## src/rtl/cbam_pkg.sv

```systemverilog
// Shared types, widths and codes for the cartridge bank address mapper.
// No dependencies; every other file imports this package.
package cbam_pkg;

    // Window geometry
    localparam int PRG_WINDOW_SLOTS = 4;
    localparam int CHR_WINDOW_SLOTS = 8;
    localparam int PRG_IDX_W        = $clog2(PRG_WINDOW_SLOTS);
    localparam int CHR_IDX_W        = $clog2(CHR_WINDOW_SLOTS);
    localparam int WR_IDX_W         = (PRG_IDX_W > CHR_IDX_W) ? PRG_IDX_W : CHR_IDX_W;

    // Field widths
    localparam int ACTION_W = 2;
    localparam int CODE_W   = 2;
    localparam int SLOT_W   = 3;
    localparam int BANK_W   = 13;
    localparam int ADDR_W   = 16;
    localparam int TARGET_W = 2;
    localparam int OFFSET_W = 22;
    localparam int CFG_W    = 8;
    localparam int CFG_IDX_W = 1;

    // Page units: program windows are 8 KB, pattern windows 1 KB
    localparam int PRG_UNIT_W = 13;
    localparam int CHR_UNIT_W = 10;

    // Table entries hold offsets in page units (below 2*255 and 8*255)
    localparam int PRG_ENT_W = 9;
    localparam int CHR_ENT_W = 11;

    // Remainder unit
    localparam int VAL_W  = 17;   // signed bank value in page units
    localparam int MAG_W  = 16;   // magnitude of that value
    localparam int DIV_W  = 11;   // ROM size in page units
    localparam int REM_W  = 12;   // partial remainder
    localparam int STEP_W = $clog2(MAG_W);
    localparam int SPAN_W = 7;    // (slot + 1) << code
    localparam int LEFT_W = 4;    // entries left to write

    localparam logic [ADDR_W-1:0] PRG_BASE = 16'h8000;
    localparam logic [ADDR_W-1:0] RAM_BASE = 16'h6000;
    localparam logic [CODE_W-1:0] PRG_CODE_BAD = 2'd3;

    typedef enum logic [ACTION_W-1:0] {
        ACT_MAP_PRG  = 2'd0,
        ACT_MAP_CHR  = 2'd1,
        ACT_CPU_READ = 2'd2,
        ACT_CHR_READ = 2'd3
    } t_action;

    typedef enum logic [TARGET_W-1:0] {
        TGT_PRG_ROM  = 2'd0,
        TGT_PRG_RAM  = 2'd1,
        TGT_CHR      = 2'd2,
        TGT_UNMAPPED = 2'd3
    } t_target;

    typedef enum logic [CFG_IDX_W-1:0] {
        CFG_PRG_BANKS = 1'd0,
        CFG_CHR_BANKS = 1'd1
    } t_cfg_idx;

    typedef enum logic [2:0] {
        ST_IDLE  = 3'd0,
        ST_READ  = 3'd1,
        ST_DIV   = 3'd2,
        ST_FIX   = 3'd3,
        ST_WRITE = 3'd4
    } t_state;

    typedef struct packed {
        logic load_item;
        logic div_step;
        logic fix;
        logic write_slot;
        logic load_out;
    } t_cmd;

    typedef struct packed {
        logic in_is_read;
        logic map_ok;
        logic div_last;
        logic write_last;
        logic out_free;
    } t_stat;

endpackage

```

## src/rtl/cbam_ifs.sv

```systemverilog
// Valid/ready channel interfaces: input words, result words and register writes.
// Depends on cbam_pkg for the field widths.
interface cbam_in_if import cbam_pkg::*; ();
    logic                     valid;
    logic                     ready;
    logic [ACTION_W-1:0]      action;
    logic [CODE_W-1:0]        page_size_code;
    logic [SLOT_W-1:0]        slot;
    logic signed [BANK_W-1:0] bank;
    logic [ADDR_W-1:0]        address;

    modport source (output valid, action, page_size_code, slot, bank, address, input ready);
    modport sink   (input valid, action, page_size_code, slot, bank, address, output ready);
endinterface

interface cbam_out_if import cbam_pkg::*; ();
    logic                valid;
    logic                ready;
    logic [TARGET_W-1:0] target;
    logic [OFFSET_W-1:0] offset;

    modport source (output valid, target, offset, input ready);
    modport sink   (input valid, target, offset, output ready);
endinterface

interface cbam_cfg_if import cbam_pkg::*; ();
    logic                 valid;
    logic                 ready;
    logic [CFG_IDX_W-1:0] index;
    logic [CFG_W-1:0]     data;

    modport source (output valid, index, data, input ready);
    modport sink   (input valid, index, data, output ready);
endinterface

```

## src/rtl/cbam_datapath.sv

```systemverilog
// Datapath: size registers, window tables, remainder unit and result register.
// Depends on cbam_pkg and the channel interfaces in cbam_ifs.sv.
module cbam_datapath import cbam_pkg::*; (
    input  logic       i_clk,
    input  logic       i_rst_n,
    input  t_cmd       i_cmd,
    output t_stat      o_stat,
    cbam_in_if.sink    i_item,
    cbam_out_if.source o_result,
    cbam_cfg_if.sink   i_cfg
);

    logic [CFG_W-1:0]     r_prg_banks;
    logic [CFG_W-1:0]     r_chr_banks;
    logic [PRG_ENT_W-1:0] r_prg_tab [PRG_WINDOW_SLOTS];
    logic [CHR_ENT_W-1:0] r_chr_tab [CHR_WINDOW_SLOTS];

    t_action              r_action;
    logic [ADDR_W-1:0]    r_addr;
    logic                 r_is_prg;
    logic                 r_map_ok;
    logic [MAG_W-1:0]     r_mag;
    logic                 r_neg;
    logic [DIV_W-1:0]     r_div;
    logic [REM_W-1:0]     r_rem;
    logic [STEP_W-1:0]    r_step;
    logic [WR_IDX_W-1:0]  r_wr_idx;
    logic [LEFT_W-1:0]    r_left;

    logic                 r_out_valid;
    t_target              r_out_target;
    logic [OFFSET_W-1:0]  r_out_offset;

    // Item decode at accept
    t_action                 w_in_action;
    logic [CFG_W-1:0]        w_prg_n;
    logic [CFG_W-1:0]        w_chr_n;
    logic [CFG_W:0]          w_prg_size;
    logic [CFG_W:0]          w_adj;
    logic signed [VAL_W-1:0] w_bank;
    logic signed [VAL_W-1:0] w_base;
    logic signed [VAL_W-1:0] w_val;
    logic signed [VAL_W-1:0] w_val_neg;
    logic [SPAN_W-1:0]       w_span_end;
    logic [SPAN_W-1:0]       w_span_first;
    logic                    w_map_ok;

    // Remainder unit
    logic [REM_W-1:0]        w_rem_sh;
    logic [REM_W-1:0]        w_div_ext;
    logic [REM_W-1:0]        w_rem_step;
    logic [REM_W-1:0]        w_rem_inc;

    // Read translation
    logic [ADDR_W-PRG_UNIT_W-2:0] w_prg_sel;
    logic [ADDR_W-CHR_UNIT_W-1:0] w_chr_sel;
    t_target                      w_target;
    logic [OFFSET_W-1:0]          w_offset;
    logic                         w_out_free;

    assign w_in_action = t_action'(i_item.action);
    assign w_prg_n     = (r_prg_banks == '0) ? CFG_W'(1) : r_prg_banks;
    assign w_chr_n     = (r_chr_banks == '0) ? CFG_W'(1) : r_chr_banks;
    assign w_prg_size  = {w_prg_n, 1'b0};
    assign w_adj       = w_prg_size >> i_item.page_size_code;
    assign w_bank      = VAL_W'(i_item.bank);

    always_comb begin
        if (w_in_action == ACT_MAP_PRG && i_item.bank < 0) begin
            w_base = w_bank + signed'(VAL_W'(w_adj));
        end else begin
            w_base = w_bank;
        end
    end

    assign w_val        = w_base <<< i_item.page_size_code;
    assign w_val_neg    = -w_val;
    assign w_span_end   = (SPAN_W'(i_item.slot) + SPAN_W'(1)) << i_item.page_size_code;
    assign w_span_first = SPAN_W'(i_item.slot) << i_item.page_size_code;

    always_comb begin
        if (w_in_action == ACT_MAP_PRG) begin
            w_map_ok = (i_item.page_size_code != PRG_CODE_BAD)
                    && (w_span_end <= SPAN_W'(PRG_WINDOW_SLOTS));
        end else begin
            w_map_ok = (w_span_end <= SPAN_W'(CHR_WINDOW_SLOTS));
        end
    end

    // One restoring step per cycle, then a wrap into the positive range
    assign w_div_ext  = REM_W'(r_div);
    assign w_rem_sh   = {r_rem[REM_W-2:0], r_mag[MAG_W-1]};
    assign w_rem_step = (w_rem_sh >= w_div_ext) ? (w_rem_sh - w_div_ext) : w_rem_sh;
    assign w_rem_inc  = r_rem + REM_W'(1);

    // Read translation from the latched word
    assign w_prg_sel = r_addr[ADDR_W-2:PRG_UNIT_W];
    assign w_chr_sel = r_addr[ADDR_W-1:CHR_UNIT_W];

    always_comb begin
        w_target = TGT_UNMAPPED;
        w_offset = '0;
        if (r_action == ACT_CPU_READ) begin
            priority if (r_addr >= PRG_BASE) begin
                if ({1'b0, w_prg_sel} < ($bits(w_prg_sel) + 1)'(PRG_WINDOW_SLOTS)) begin
                    w_target = TGT_PRG_ROM;
                    w_offset = OFFSET_W'({r_prg_tab[w_prg_sel[PRG_IDX_W-1:0]],
                                          r_addr[PRG_UNIT_W-1:0]});
                end
            end else if (r_addr >= RAM_BASE) begin
                w_target = TGT_PRG_RAM;
                w_offset = OFFSET_W'(r_addr - RAM_BASE);
            end else begin
                w_target = TGT_UNMAPPED;
            end
        end else begin
            if (w_chr_sel < $bits(w_chr_sel)'(CHR_WINDOW_SLOTS)) begin
                w_target = TGT_CHR;
                w_offset = OFFSET_W'({r_chr_tab[w_chr_sel[CHR_IDX_W-1:0]],
                                      r_addr[CHR_UNIT_W-1:0]});
            end
        end
    end

    assign w_out_free = !r_out_valid || o_result.ready;

    assign o_stat.in_is_read = (w_in_action == ACT_CPU_READ) || (w_in_action == ACT_CHR_READ);
    assign o_stat.map_ok     = r_map_ok;
    assign o_stat.div_last   = (r_step == STEP_W'(MAG_W - 1));
    assign o_stat.write_last = (r_left == LEFT_W'(1));
    assign o_stat.out_free   = w_out_free;

    assign i_cfg.ready     = 1'b1;
    assign o_result.valid  = r_out_valid;
    assign o_result.target = r_out_target;
    assign o_result.offset = r_out_offset;

    // Control state, size registers and window tables
    always_ff @(posedge i_clk) begin
        if (!i_rst_n) begin
            r_prg_banks <= CFG_W'(2);
            r_chr_banks <= CFG_W'(1);
            r_out_valid <= 1'b0;
            for (int i = 0; i < PRG_WINDOW_SLOTS; i++) begin
                r_prg_tab[i] <= '0;
            end
            for (int i = 0; i < CHR_WINDOW_SLOTS; i++) begin
                r_chr_tab[i] <= '0;
            end
        end else begin
            if (i_cfg.valid) begin
                unique case (t_cfg_idx'(i_cfg.index))
                    CFG_PRG_BANKS: r_prg_banks <= i_cfg.data;
                    CFG_CHR_BANKS: r_chr_banks <= i_cfg.data;
                    default: ;
                endcase
            end
            if (i_cmd.load_out) begin
                r_out_valid <= 1'b1;
            end else if (o_result.ready) begin
                r_out_valid <= 1'b0;
            end
            if (i_cmd.write_slot) begin
                if (r_is_prg) begin
                    r_prg_tab[r_wr_idx[PRG_IDX_W-1:0]] <= r_rem[PRG_ENT_W-1:0];
                end else begin
                    r_chr_tab[r_wr_idx[CHR_IDX_W-1:0]] <= r_rem[CHR_ENT_W-1:0];
                end
            end
        end
    end

    // Item latch, remainder unit and result payload
    always_ff @(posedge i_clk) begin
        if (i_cmd.load_item) begin
            r_action <= w_in_action;
            r_addr   <= i_item.address;
            r_is_prg <= (w_in_action == ACT_MAP_PRG);
            r_map_ok <= w_map_ok;
            r_mag    <= w_val[VAL_W-1] ? w_val_neg[MAG_W-1:0] : w_val[MAG_W-1:0];
            r_neg    <= w_val[VAL_W-1];
            r_div    <= (w_in_action == ACT_MAP_PRG) ? DIV_W'(w_prg_size)
                                                     : DIV_W'({w_chr_n, 3'b000});
            r_rem    <= '0;
            r_step   <= '0;
            r_wr_idx <= w_span_first[WR_IDX_W-1:0];
            r_left   <= LEFT_W'(1) << i_item.page_size_code;
        end
        if (i_cmd.div_step) begin
            r_rem  <= w_rem_step;
            r_mag  <= {r_mag[MAG_W-2:0], 1'b0};
            r_step <= r_step + STEP_W'(1);
        end
        if (i_cmd.fix) begin
            if (r_neg && r_rem != '0) begin
                r_rem <= w_div_ext - r_rem;
            end
        end
        if (i_cmd.write_slot) begin
            r_rem    <= (w_rem_inc == w_div_ext) ? '0 : w_rem_inc;
            r_wr_idx <= r_wr_idx + WR_IDX_W'(1);
            r_left   <= r_left - LEFT_W'(1);
        end
        if (i_cmd.load_out) begin
            r_out_target <= w_target;
            r_out_offset <= w_offset;
        end
    end

`ifndef SYNTH
    a_rem_in_range: assert property (@(posedge i_clk) disable iff (!i_rst_n)
        i_cmd.write_slot |-> (r_rem < w_div_ext))
        else $error("window entry written with remainder not below ROM size");
`endif

endmodule

```

## src/rtl/cbam_ctrl.sv

```systemverilog
// Controller state machine: sequences item accept, result loads, remainder steps and table writes.
// Depends on cbam_pkg for the state, command and status types.
module cbam_ctrl import cbam_pkg::*; (
    input  logic  i_clk,
    input  logic  i_rst_n,
    input  logic  i_in_valid,
    output logic  o_in_ready,
    input  t_stat i_stat,
    output t_cmd  o_cmd
);

    t_state r_state;
    t_state n_state;

    always_ff @(posedge i_clk) begin
        if (!i_rst_n) begin
            r_state <= ST_IDLE;
        end else begin
            r_state <= n_state;
        end
    end

    always_comb begin
        n_state    = r_state;
        o_in_ready = 1'b0;
        o_cmd      = '0;
        unique case (r_state)
            ST_IDLE: begin
                o_in_ready = 1'b1;
                if (i_in_valid) begin
                    o_cmd.load_item = 1'b1;
                    n_state = i_stat.in_is_read ? ST_READ : ST_DIV;
                end
            end
            ST_READ: begin
                if (i_stat.out_free) begin
                    o_cmd.load_out = 1'b1;
                    n_state = ST_IDLE;
                end
            end
            ST_DIV: begin
                if (!i_stat.map_ok) begin
                    n_state = ST_IDLE;
                end else begin
                    o_cmd.div_step = 1'b1;
                    if (i_stat.div_last) begin
                        n_state = ST_FIX;
                    end
                end
            end
            ST_FIX: begin
                o_cmd.fix = 1'b1;
                n_state = ST_WRITE;
            end
            ST_WRITE: begin
                o_cmd.write_slot = 1'b1;
                if (i_stat.write_last) begin
                    n_state = ST_IDLE;
                end
            end
            default: begin
                n_state = ST_IDLE;
            end
        endcase
    end

`ifndef SYNTH
    a_one_cmd: assert property (@(posedge i_clk) disable iff (!i_rst_n)
        $onehot0({o_cmd.load_item, o_cmd.div_step, o_cmd.fix, o_cmd.write_slot,
                  o_cmd.load_out}))
        else $error("more than one datapath command in a cycle");
    a_load_out_free: assert property (@(posedge i_clk) disable iff (!i_rst_n)
        o_cmd.load_out |-> i_stat.out_free)
        else $error("result loaded over a word not yet taken");
    a_write_after_fix: assert property (@(posedge i_clk) disable iff (!i_rst_n)
        (r_state == ST_WRITE && $past(r_state) != ST_WRITE) |-> $past(r_state) == ST_FIX)
        else $error("table write entered without remainder fix");
`endif

endmodule

```

## src/rtl/cartridge_bank_address_mapper.sv

```systemverilog
// Top level of the cartridge bank address mapper: controller plus datapath.
// Depends on cbam_pkg, cbam_ifs.sv, cbam_ctrl and cbam_datapath.
//
// Bank-switching address translator. Each input word is either a map action
// (program or pattern window) or a read (CPU or pattern bus). A read is
// accepted, then, once the result register is free, the translated target and
// offset load into the result register, which holds the word until the sink
// takes it while the next input word is already accepted. A map action that
// is rejected (bad page code or slot beyond the window) ends without writes;
// otherwise the remainder unit wraps the bank into the ROM size one bit per
// cycle over 16 steps, a fix step follows, and there is one write per 8 KB or
// 1 KB entry the page covers (1 to 8) through the single write port
// of the window tables. Reset clears both tables at once in flip-flops,
// so there is no clearing pass. The two size registers take writes on the
// configuration channel at any time; write them only while the block is idle.
module cartridge_bank_address_mapper import cbam_pkg::*; (
    input  logic       i_clk,
    input  logic       i_rst_n,
    cbam_cfg_if.sink   i_cfg,
    cbam_in_if.sink    i_item,
    cbam_out_if.source o_result
);

    t_cmd  w_cmd;
    t_stat w_stat;
    logic  w_in_ready;

    // Hand the input ready to the channel
    assign i_item.ready = w_in_ready;

    cbam_ctrl u_ctrl (
        .i_clk      (i_clk),
        .i_rst_n    (i_rst_n),
        .i_in_valid (i_item.valid),
        .o_in_ready (w_in_ready),
        .i_stat     (w_stat),
        .o_cmd      (w_cmd)
    );

    cbam_datapath u_datapath (
        .i_clk    (i_clk),
        .i_rst_n  (i_rst_n),
        .i_cmd    (w_cmd),
        .o_stat   (w_stat),
        .i_item   (i_item),
        .o_result (o_result),
        .i_cfg    (i_cfg)
    );

endmodule

```

## src/flat_wrapper.sv

```systemverilog
// flat-port wrapper written by rule: the top's interface ports become plain ports
module cartridge_bank_address_mapper_flat import cbam_pkg::*;
  (i_clk, i_rst_n, i_cfg_valid, i_cfg_index, i_cfg_data, i_cfg_ready, i_item_valid, i_item_action, i_item_page_size_code, i_item_slot, i_item_bank, i_item_address, i_item_ready, o_result_valid, o_result_target, o_result_offset, o_result_ready);
  cbam_cfg_if i_cfg_i ();
  cbam_in_if i_item_i ();
  cbam_out_if o_result_i ();
  input  logic i_clk;
  input  logic i_rst_n;
  input wire logic [$bits(i_cfg_i.valid)-1:0] i_cfg_valid;
  input wire logic [$bits(i_cfg_i.index)-1:0] i_cfg_index;
  input wire logic [$bits(i_cfg_i.data)-1:0] i_cfg_data;
  output wire logic [$bits(i_cfg_i.ready)-1:0] i_cfg_ready;
  input wire logic [$bits(i_item_i.valid)-1:0] i_item_valid;
  input wire logic [$bits(i_item_i.action)-1:0] i_item_action;
  input wire logic [$bits(i_item_i.page_size_code)-1:0] i_item_page_size_code;
  input wire logic [$bits(i_item_i.slot)-1:0] i_item_slot;
  input wire logic [$bits(i_item_i.bank)-1:0] i_item_bank;
  input wire logic [$bits(i_item_i.address)-1:0] i_item_address;
  output wire logic [$bits(i_item_i.ready)-1:0] i_item_ready;
  output wire logic [$bits(o_result_i.valid)-1:0] o_result_valid;
  output wire logic [$bits(o_result_i.target)-1:0] o_result_target;
  output wire logic [$bits(o_result_i.offset)-1:0] o_result_offset;
  input wire logic [$bits(o_result_i.ready)-1:0] o_result_ready;
  assign i_cfg_i.valid = i_cfg_valid;
  assign i_cfg_i.index = i_cfg_index;
  assign i_cfg_i.data = i_cfg_data;
  assign i_cfg_ready = i_cfg_i.ready;
  assign i_item_i.valid = i_item_valid;
  assign i_item_i.action = i_item_action;
  assign i_item_i.page_size_code = i_item_page_size_code;
  assign i_item_i.slot = i_item_slot;
  assign i_item_i.bank = i_item_bank;
  assign i_item_i.address = i_item_address;
  assign i_item_ready = i_item_i.ready;
  assign o_result_valid = o_result_i.valid;
  assign o_result_target = o_result_i.target;
  assign o_result_offset = o_result_i.offset;
  assign o_result_i.ready = o_result_ready;
  cartridge_bank_address_mapper u_core (.i_clk(i_clk), .i_rst_n(i_rst_n), .i_cfg(i_cfg_i), .i_item(i_item_i), .o_result(o_result_i));
endmodule
```

## config.mk

```make
export PLATFORM = sky130hd
export DESIGN_NAME = cartridge_bank_address_mapper_flat
export DESIGN_NICKNAME = d
export VERILOG_FILES = /design/src/rtl/cbam_pkg.sv /design/src/rtl/cbam_ifs.sv /design/src/rtl/cbam_datapath.sv /design/src/rtl/cbam_ctrl.sv /design/src/rtl/cartridge_bank_address_mapper.sv /design/src/flat_wrapper.sv
export SDC_FILE = /design/constraint.sdc
export NUM_CORES = 1
export LEC_CHECK = 0
export BUFFER_PORTS_ARGS = -buffer_cell sky130_fd_sc_hd__buf_4
export CAP_MARGIN = 20
export CELL_PAD_IN_SITES_DETAIL_PLACEMENT = 0
export CELL_PAD_IN_SITES_GLOBAL_PLACEMENT = 1
export CORE_MARGIN = 4
export CORE_UTILIZATION = 37
export DETAILED_ROUTE_END_ITERATION = 8
export PLACE_DENSITY_LB_ADDON = 0.15
export SLEW_MARGIN = 20
export SYNTH_ARGS = -nofsm -noshare
export SYNTH_HDL_FRONTEND = slang
export SYNTH_SLANG_ARGS = --single-unit
```

## constraint.sdc

```tcl
create_clock -name i_clk -period 5 [get_ports i_clk]
set_input_delay 0.25 -clock i_clk [delete_from_list [all_inputs] [get_ports i_clk]]
set_output_delay 0.25 -clock i_clk [all_outputs]
set_load 0.02 [all_outputs]
```

==> flow_metrics.env, run 1 <==
export IMPL_leakagePower_nw=5.73
export IMPL_synthCells=1251
export IMPL_multi_input_area_um2=6140
export IMPL_ys_warn_count=0
export IMPL_grt_pass1_vias=9960
export IMPL_slew_headroom_pct=35.1
export IMPL_gp_congestion=0.813
export IMPL_cp_end_kind="flip-flop"
export IMPL_synthTopCellsByArea="edfxtp_1, mux4_2, dfxtp_1"
export IMPL_fmax_mhz=236
export IMPL_combPwrFrac_pct=21.0
export IMPL_power_density_nw_per_um2=360
export IMPL_ios=77
export IMPL_finalClockSkew_ns=0.0102
export IMPL_async_flop_share_pct=0
export IMPL_internal_power_mw=4.04
export IMPL_grt_max_degree=49
export IMPL_worstSkewPairLatency_ns=0.53
export IMPL_synth_edf_count=206
export IMPL_clockRootBuffer="clkbuf_16"
export IMPL_cts_buffers=28
export IMPL_p_clk_share_pct=34.7
export IMPL_start_kind="flip-flop"
export IMPL_path_clk_slew_ns=0.06
export IMPL_routed_wl_mm=36.3
export IMPL_seq_area_frac_synth_pct=51.0
export IMPL_syn_area_per_cell_um2=10.9
export IMPL_crit_fanout=5
export IMPL_cap_violations=0
export IMPL_switchingPower_mw=1.66
export IMPL_slew_viol_final=0
export IMPL_ant_nets=0
export IMPL_clock_sinks=243
export IMPL_grt_first_pass_wirelength_mm=57.3
export IMPL_setup_ws_ns=0.761
export IMPL_die_area_um2=39900
export IMPL_hold_violations=0
export IMPL_area_growth_synth_to_final_pct=16.4
export IMPL_port_buffers=75
export IMPL_die_w_um=200
export IMPL_coreArea_um2=35900
export IMPL_yosysTopAreaCell="edfxtp_1"
export IMPL_swShare_pct=29.1
export IMPL_cts_htree_levels=1
export IMPL_vias=9819
export IMPL_fin_tns_setup_ns=0
export IMPL_final_util_pct=44.0
export IMPL_grt_overflow=0
export IMPL_rsz0062_at_grt="false"
export IMPL_rows=69
export IMPL_synth_most_common_cell="edfxtp_1"
export IMPL_wire_per_inst_um=20.0
export IMPL_criticalPathCategory="flip-flop to flip-flop"
export IMPL_seq_area_um2=6930
export IMPL_drcViolationCount=0
export IMPL_power_frac_seq_pct=44.3
export IMPL_dp_cells=1736
export IMPL_antenna_cells=0
export IMPL_synth_top_area_share_pct=45.5
export IMPL_synthTopCellsByCount="edfxtp_1, nand2_1, nor3_1"
export IMPL_dp_hpwl_mm=25.4
export IMPL_drt_iter0_markers=667
export IMPL_ir_drop_uv=179
export IMPL_synthesis_nets=1344
export IMPL_fill_cells=3425
export IMPL_cts_buffer_depth=3
export IMPL_grt_total_usage_pct=18.1
export IMPL_viasPerCell=5.41
export IMPL_floorplan_initialDensity_pct=37.8
export IMPL_drive_gt1_share_pct=15.6
export IMPL_cp_required_ns=5.28
export IMPL_finalCritPeriodShare_pct=84.8
export IMPL_setup_viol=0
export IMPL_antenna_found_initial=0
export IMPL_cp_arrival_ns=4.52
export IMPL_netlist_area_um2=13600
export IMPL_cts_tree="done"
export IMPL_drt_pass1_iter_count=5
export IMPL_ys_types=80
export IMPL_status="completed"
export IMPL_die_h_um=200
export IMPL_place_ws_ns=0.644
export IMPL_worst_pin_slew_ns=0.972
export IMPL_nets=1424
export IMPL_ys_flop_type="edfxtp_1"
export IMPL_ys_seq_elements=243
export IMPL_min_path_type="primary input to flip-flop"
export IMPL_period_needed_ns=4.24
export IMPL_layout_cells_non_filler=1814
==> cell usage in the layout, fill, tap and decap left out, types with 13 or more instances in the layout <==
cell	instances
a21o_1	13
edfxtp_1	206
a21oi_1	51
ha_1	40
clkbuf_16	28
dlygate4sd3_1	26
dfxtp_1	37
xnor2_1	45
nand3_1	34
nor2_1	73
nor2b_1	18
nor3_1	80
mux4_2	36
o21ai_0	66
and2_1	41
a21boi_0	18
inv_1	47
nand2_1	121
buf_4	111
mux2i_1	25
nor4_1	39
xor2_1	14
==> area by class of cell <==
class / instances / share of cell area, %
well taps: 461 / 3.65
inverters: 50 / 1.19
clock inverters: 13 / 0.838
multi-input cells: 871 / 38.8
flip-flops and latches: 243 / 43.8
clock buffers: 39 / 4.82
repair buffers: 137 / 6.91
==> timing repair <==
item / CTS / global route
buffers inserted: 0 / 0
gates resized for setup: 0 / 0
hold endpoints to repair: 35 / 0
hold buffers: 26 / 0
==> metrics by stage <==
stage	power [mW]	hold WS (ns)	instance area (um2)
after floorplan	3.35	0.349	13600
after global placement	3.76	0.431	14700
after detailed placement	3.76	0.433	14700
after CTS	5.78	0.0235	15800
after global routing	6.00	0.0548	15800
final	5.70	0.0401	15800
==> power groups by stage <==
stage	clock network [mW]	logic [mW]	registers, mW
final	1.98	1.20	2.52
after global routing	2.13	1.33	2.55
after CTS	2.04	1.21	2.53
after detailed placement	0	1.19	2.57
after global placement	0	1.19	2.57
after floorplan	0	0.841	2.51
==> per-layer routing <==
layer | GRT usage (%) | up-vias | routed length [um]
met4 | 4.03 | 0 | 743
met5 | 0 | - | 0
met1 | 24.2 | 4723 | 16300
met2 | 31.8 | 199 | 17900
met3 | 1.94 | 41 | 1340
li1 | - | 4856 | -
==> worst paths after layout <==
path	startpoint	endpoint	slack, ns	cells past startpoint
hold reg to reg	u_core.u_datapath.r_mag[0]	u_core.u_datapath.r_mag[0]	0.48	2
setup / recovery	u_core.u_datapath.r_prg_banks[3]	u_core.u_datapath.r_mag[14]	0.76	17
hold / removal	i_cfg_valid	u_core.u_datapath.r_chr_banks[0]	0.04	3
setup reg to reg	u_core.u_datapath.r_prg_banks[3]	u_core.u_datapath.r_mag[14]	0.76	17
==> cell families (layout without fill, tap and decap cells) <==
group | count (synthesis) | in the layout | share of synthesized area (%)
AOI/OAI and AO/OA | 246 | 246 | 12.0
other | 1 | 1 | 0.0276
DFF | 243 | 243 | 51.0
xor gates and xnor gates | 59 | 59 | 3.80
and+or+nand+nor | 450 | 450 | 16.5
muxes | 72 | 72 | 8.72
adders and majority gates | 43 | 43 | 4.13
buffers and inverters | 137 | 239 | 3.89
==> registers in the layout (all words and copies together) (netlist names), named ones only <==
name	count
u_core.u_ctrl.r_state	3
u_core.u_datapath.o_result.offset	22
u_core.u_datapath.o_result.target	2
u_core.u_datapath.o_result.valid	1
u_core.u_datapath.r_action	2
u_core.u_datapath.r_addr	16
u_core.u_datapath.r_chr_banks	8
u_core.u_datapath.r_chr_tab	88
u_core.u_datapath.r_div	10
u_core.u_datapath.r_is_prg	1
u_core.u_datapath.r_left	4
u_core.u_datapath.r_mag	16
u_core.u_datapath.r_map_ok	1
u_core.u_datapath.r_neg	1
u_core.u_datapath.r_prg_banks	8
u_core.u_datapath.r_prg_tab	36
u_core.u_datapath.r_rem	12
u_core.u_datapath.r_step	4
u_core.u_datapath.r_wr_idx	3
==> worst max-delay path, stage by stage (launching register included) <==
cell       delay (ns)
dfxtp_1          0.34
nor4_1           0.27
a21oi_1          0.12
inv_1            0.09
o2bb2ai_1        0.12
ha_1             0.18
inv_1            0.05
fa_1             0.39
nand2b_1         0.17
a21oi_1          0.35
nor4_1           0.12
nor3b_1          0.37
inv_1            0.07
mux4_2           0.54
o41ai_4          0.35
a41oi_1          0.20
xnor2_1          0.17
o21ai_1          0.07
(Power assumes the default switching activity.)
==> inputs of run 2 (changes only) <==
Clock period 5 ns to 3.5 ns, I/O delays scaled along.
==> run 2 against run 1 <==
Effect of this change: the flow now finishes with violations (setup timing); worst setup slack got worse by 1.1 ns; combinational power increased by 62%; first-iteration DRC count decreased by 9.6%; clock power increased by 38%; critical path depth decreased by 2; clock skew increased by 0.0032 ns; critical path type unchanged.
==> flow_metrics.env, run 2 (same netlist as run 1, synthesis figures left out) <==
export IMPL_status="finished with violations"
export IMPL_violations="setup timing"
export IMPL_finalClockSkew_ns=0.0135
export IMPL_regMostFlops="u_core.u_datapath.r_chr_tab"
export IMPL_cap_violations=0
export IMPL_cts_htree_levels=1
export IMPL_crit_chain="buf_4, and2_1, o31a_1, ha_4, nor2_1, a21oi_4, buf_4, o2111ai_1, or4b_4, o2bb2a_4, and3b_4, o41ai_4, a41oi_2, xnor2_1, o21ai_1"
export IMPL_clockRootBuffer="clkbuf_16"
export IMPL_dp_hpwl_mm=27.4
export IMPL_crit_top_cell="buf_4"
export IMPL_wire_per_inst_um=19.6
export IMPL_die_area_um2=39900
export IMPL_grt_total_usage_pct=18.8
export IMPL_criticalPathCategory="flip-flop to flip-flop"
export IMPL_period_needed_ns=3.84
export IMPL_leakagePower_nw=6.32
export IMPL_p_clk_share_pct=33.1
export IMPL_vias=10200
export IMPL_start_kind="flip-flop"
export IMPL_antenna_found_initial=0
export IMPL_slew_headroom_pct=49.7
export IMPL_viasPerCell=5.31
export IMPL_ios=77
export IMPL_setup_ws_ns=-0.337
export IMPL_drive_gt1_share_pct=25.2
export IMPL_coreArea_um2=35900
export IMPL_floorplan_initialDensity_pct=37.8
export IMPL_path_clk_slew_ns=0.06
export IMPL_cts_tree="done"
export IMPL_gr_usage_met1_pct=25.4
export IMPL_rsz0062_at_grt="true"
export IMPL_r2r_start="u_core.u_datapath.r_prg_banks[4]"
export IMPL_final_util_pct=47.1
export IMPL_cp_slowest_stage_delay_ns=0.50
export IMPL_internal_power_mw=5.81
export IMPL_port_buffers=75
export IMPL_drcViolationCount=0
export IMPL_finalCritPeriodShare_pct=110
export IMPL_largest_register_ff_count=88
export IMPL_hold_path_depth=4
export IMPL_drt_iter0_markers=603
export IMPL_crit_fanout=4
export IMPL_combPwrFrac_pct=23.4
export IMPL_switchingPower_mw=2.46
export IMPL_cp_slowest_cell="or4b_4"
export IMPL_worstSkewPairLatency_ns=0.54
export IMPL_fill_cells=3348
export IMPL_grt_overflow=0
export IMPL_power_total_mw=8.27
export IMPL_cp_arrival_ns=4.11
export IMPL_cts_buffer_depth=3
export IMPL_min_from="o_result_ready"
export IMPL_setup_viol=10
export IMPL_die_w_um=200
export IMPL_slew_viol_final=0
export IMPL_grtUsageMet3_pct=1.84
export IMPL_worstRegToRegCells=15
export IMPL_hold_violations=0
export IMPL_grt_pass1_vias=10500
export IMPL_grt_busiest_layer="met2"
export IMPL_cts_buffers=27
export IMPL_nets=1539
export IMPL_routed_wl_mm=37.8
export IMPL_grt_max_degree=34
export IMPL_fmax_mhz=261
export IMPL_hold_path_end="u_core.u_datapath.o_result.valid"
export IMPL_r2r_end="u_core.u_datapath.r_mag[14]"
export IMPL_use_met2_pct=33.2
export IMPL_power_frac_seq_pct=43.5
export IMPL_ant_nets=0
export IMPL_ir_drop_uv=321
export IMPL_gp_congestion=0.816
export IMPL_place_ws_ns=-0.434
export IMPL_cp_required_ns=3.77
export IMPL_power_density_nw_per_um2=489
export IMPL_area_growth_synth_to_final_pct=24.4
export IMPL_seq_area_um2=6930
export IMPL_min_path_type="primary input to flip-flop"
export IMPL_mostFrequentLayoutCell="buf_4"
export IMPL_clock_sinks=243
export IMPL_swShare_pct=29.7
export IMPL_rows=69
export IMPL_cp_end_kind="flip-flop"
export IMPL_grt_first_pass_wirelength_mm=59.3
export IMPL_layout_common_cells="buf_4, edfxtp_1, nand2_1"
export IMPL_drt_pass1_iter_count=5
export IMPL_r2r_slack_ns=-0.34
export IMPL_die_h_um=200
export IMPL_fin_tns_setup_ns=-2.15
export IMPL_multi_input_area_um2=6370
export IMPL_worst_pin_slew_ns=0.754
export IMPL_holdWs_ns=0.0242
run 2: metrics by stage:
stage,area [um2],cells
after floorplan,13700,1251
after global placement,15600,1844
after detailed placement,15600,1844
after CTS,16800,1928
after global routing,16900,1928
final,16900,1929
run 2: worst max-delay path by stage:
stage                                       end  cells after the start                              from  slack (ns)
finish              u_core.u_datapath.r_mag[14]                     15  u_core.u_datapath.r_prg_banks[4]       -0.34
global route        u_core.u_datapath.r_mag[14]                     20  u_core.u_datapath.r_prg_banks[5]       -0.60
CTS                 u_core.u_datapath.r_mag[11]                     17  u_core.u_datapath.r_prg_banks[6]       -0.34
detailed placement  u_core.u_datapath.r_mag[14]                     17  u_core.u_datapath.r_prg_banks[3]       -0.43
global placement    u_core.u_datapath.r_mag[14]                     17  u_core.u_datapath.r_prg_banks[3]       -0.41
floorplan           u_core.u_datapath.r_mag[14]                     18          i_item_page_size_code[0]       -0.26
run 2: metal layers:
layer	share of wire [%]	routed length (um)
met4	1.4	529
met1	45	17200
met3	3.2	1200
met2	50	18900
met5	0	0
run 2: layout make-up:
type                       instances  share of cell area, %
timing repair buffer             253                   11.8
clock buffer                      33                   4.31
multi-input combinational        871                   37.7
clock inverter                    17                  0.740
antenna                            1                 0.0148
inverter                          50                   1.12
sequential                       243                   41.0
tap                              461                   3.41
run 2: repair_timing:
| item | in CTS | in global routing |
|---|---|---|
| hold buffers | 31 | 0 |
| gates resized for setup | 17 | 25 |
| endpoints found under the hold margin | 40 | 0 |
| pin swaps | 18 | 12 |
| buffers inserted | 3 | 0 |
| setup endpoints to repair | 12 | 14 |
run 2: critical path: cells and delay by family (launching register included):
family	cells	cell delay [ns]
AOI/OAI and AO/OA	7	1.42
and+or+nand+nor	4	1.16
DFF	1	0.33
buffers and inverters	2	0.32
xor gates and xnor gates	1	0.18
adders and majority gates	1	0.17
run 2: power groups by stage:
stage               logic [mW]  registers (mW)  clock network [mW]
global placement          1.88            3.65                   0
CTS                       1.94            3.60                2.80
detailed placement        1.89            3.66                   0
finish                    1.94            3.60                2.74
global route              2.13            3.63                2.93
floorplan                 1.22            3.59                   0
==> inputs of run 3 (changes only) <==
Settings changed: CORE_ASPECT_RATIO set to 2.
==> run 3 against run 2 <==
Effect of this change: the flow still finishes with violations (setup timing); sequential share of layout area grew 0.061 points; die area grew 0.47%; largest power group unchanged; highest routed layer unchanged; largest cell class unchanged; critical endpoint unchanged; clock skew grew 0.0082 ns.
==> flow_metrics.env, run 3 (same netlist as run 1, synthesis figures left out) <==
export IMPL_mostFrequentLayoutCell="buf_4"
export IMPL_hold_path_depth=4
export IMPL_period_needed_ns=3.89
export IMPL_ant_nets=0
export IMPL_status="finished with violations"
export IMPL_routed_wl_mm=41.7
export IMPL_gp_congestion=0.857
export IMPL_cap_violations=0
export IMPL_area_growth_synth_to_final_pct=24.3
export IMPL_die_h_um=279
export IMPL_nets=1544
export IMPL_r2r_slack_ns=-0.39
export IMPL_rsz0062_at_grt="true"
export IMPL_slew_headroom_pct=49.7
export IMPL_placed_cell_area_um2=15600
export IMPL_hold_path_end="u_core.u_datapath.o_result.valid"
export IMPL_fmax_mhz=257
export IMPL_hold_violations=0
export IMPL_clockRootBuffer="clkbuf_16"
export IMPL_ios=77
export IMPL_post_route_cell_area_um2=16900
export IMPL_grt_pass1_vias=11100
export IMPL_worst_pin_slew_ns=0.754
export IMPL_layout_common_cells="buf_4, edfxtp_1, nand2_1"
export IMPL_cts_buffers=23
export IMPL_cts_htree_levels=1
export IMPL_antenna_cells=0
export IMPL_cts_buffer_depth=3
export IMPL_largest_register_ff_count=88
export IMPL_antenna_found_initial=0
export IMPL_slew_viol_final=0
export IMPL_final_util_pct=46.4
export IMPL_drt_pass1_iter_count=5
export IMPL_leakagePower_nw=6.32
export IMPL_r2r_start="u_core.u_datapath.r_prg_banks[5]"
export IMPL_wire_per_inst_um=21.7
export IMPL_cts_tree="done"
export IMPL_drive_gt1_share_pct=25.3
export IMPL_clock_sinks=243
export IMPL_cp_arrival_ns=4.16
export IMPL_ir_drop_uv=586
export IMPL_fin_tns_setup_ns=-3.10
export IMPL_die_area_um2=40000
export IMPL_grt_max_degree=37
export IMPL_regMostFlops="u_core.u_datapath.r_chr_tab"
export IMPL_place_ws_ns=-0.524
export IMPL_start_kind="flip-flop"
export IMPL_vias=10400
export IMPL_grt_total_usage_pct=20.8
export IMPL_die_w_um=144
export IMPL_cp_required_ns=3.77
export IMPL_finalCritPeriodShare_pct=111
export IMPL_r2r_end="u_core.u_datapath.r_mag[14]"
export IMPL_finalClockSkew_ns=0.0216
export IMPL_min_path_type="primary input to flip-flop"
export IMPL_cp_end_kind="flip-flop"
export IMPL_worstSkewPairLatency_ns=0.53
export IMPL_crit_fanout=4
export IMPL_criticalPathCategory="flip-flop to flip-flop"
export IMPL_power_density_nw_per_um2=474
export IMPL_min_from="o_result_ready"
export IMPL_fill_cells=3468
export IMPL_coreArea_um2=36400
export IMPL_multi_input_area_um2=6390
export IMPL_setup_ws_ns=-0.390
export IMPL_viasPerCell=5.40
export IMPL_floorplan_initialDensity_pct=37.3
export IMPL_grt_first_pass_wirelength_mm=63.3
export IMPL_port_buffers=75
export IMPL_setup_viol=11
export IMPL_drcViolationCount=0
export IMPL_violations="setup timing"
export IMPL_dp_hpwl_mm=32.3
export IMPL_worstRegToRegCells=18
export IMPL_grt_overflow=0
export IMPL_seq_area_um2=6930
export IMPL_rows=99
export IMPL_holdWs_ns=0.0583
export IMPL_drt_iter0_markers=359
export IMPL_path_clk_slew_ns=0.07
==> run 3: cell types whose count changed in the layout (fill, tap and decap cells not counted), sizes merged <==
cell         delta
buf            +10
bufinv          -1
clkinvlp        -2
dlygate4sd3     -1
clkinv          -4
diode           -1
clkbuf          -1
==> run 3: worst max-delay path by stage <==
stage	slack (ns)	to	from
after CTS	-0.40	u_core.u_datapath.r_mag[9]	u_core.u_datapath.r_prg_banks[6]
after detailed placement	-0.52	u_core.u_datapath.r_mag[14]	u_core.u_datapath.r_prg_banks[3]
after global routing	-0.61	u_core.u_datapath.r_mag[13]	u_core.u_datapath.r_prg_banks[6]
after global placement	-0.47	u_core.u_datapath.r_mag[14]	u_core.u_datapath.r_prg_banks[3]
after floorplan	-0.26	u_core.u_datapath.r_mag[14]	i_item_page_size_code[0]
final	-0.39	u_core.u_datapath.r_mag[14]	u_core.u_datapath.r_prg_banks[5]
==> run 3: final cells by class <==
type                    instances  area share [%]
well taps                     454            3.36
clock buffers                  32            3.99
repair buffers                262            12.4
multi-input cells             871            37.8
flip-flops and latches        243            41.0
inverters                      50            1.13
clock inverters                10           0.274
==> run 3: worst max-delay path, cell delays in order (launching register included) <==
cell     delay, ns
dfxtp_1       0.35
nor4_2        0.06
a21oi_1       0.18
inv_1         0.10
mux2i_1       0.14
nor2_1        0.05
a21o_1        0.18
ha_1          0.28
a21o_1        0.24
a31oi_1       0.13
buf_4         0.17
a21oi_2       0.20
nor2_2        0.07
xnor2_1       0.19
mux4_2        0.54
o41ai_4       0.36
a41oi_2       0.17
xnor2_1       0.19
o21ai_1       0.07
==> run 3: where the power goes <==
group / leakage, nW / internal (mW) / switching (mW)
sequential: 2.38 / 3.40 / 0.181
combinational: 3.58 / 0.859 / 1.17
clock: 0.361 / 1.34 / 1.06
==> run 3: routing by layer <==
metal | GRT usage (%) | vias to the layer above | share of wire [%]
met5 | 0 | - | 0
met4 | 9.09 | 0 | 4.9
met3 | 1.49 | 74 | 2.3
met2 | 44.1 | 163 | 60
met1 | 18.9 | 5080 | 32
li1 | - | 5056 | -
==> run 3: through the flow <==
stage	total power [mW]	instances
floorplan	4.81	1251
global placement	5.60	1844
detailed placement	5.62	1844
CTS	8.08	1917
global route	8.39	1922
finish	8.01	1922
==> run 3: what timing repair did <==
action / in CTS / in global routing
endpoints found under the hold margin: 39 / 0
hold buffers: 30 / 0
endpoints found under the setup margin: 13 / 15
pin swaps: 22 / 12
resized for setup: 31 / 25
buffers inserted: 1 / 5
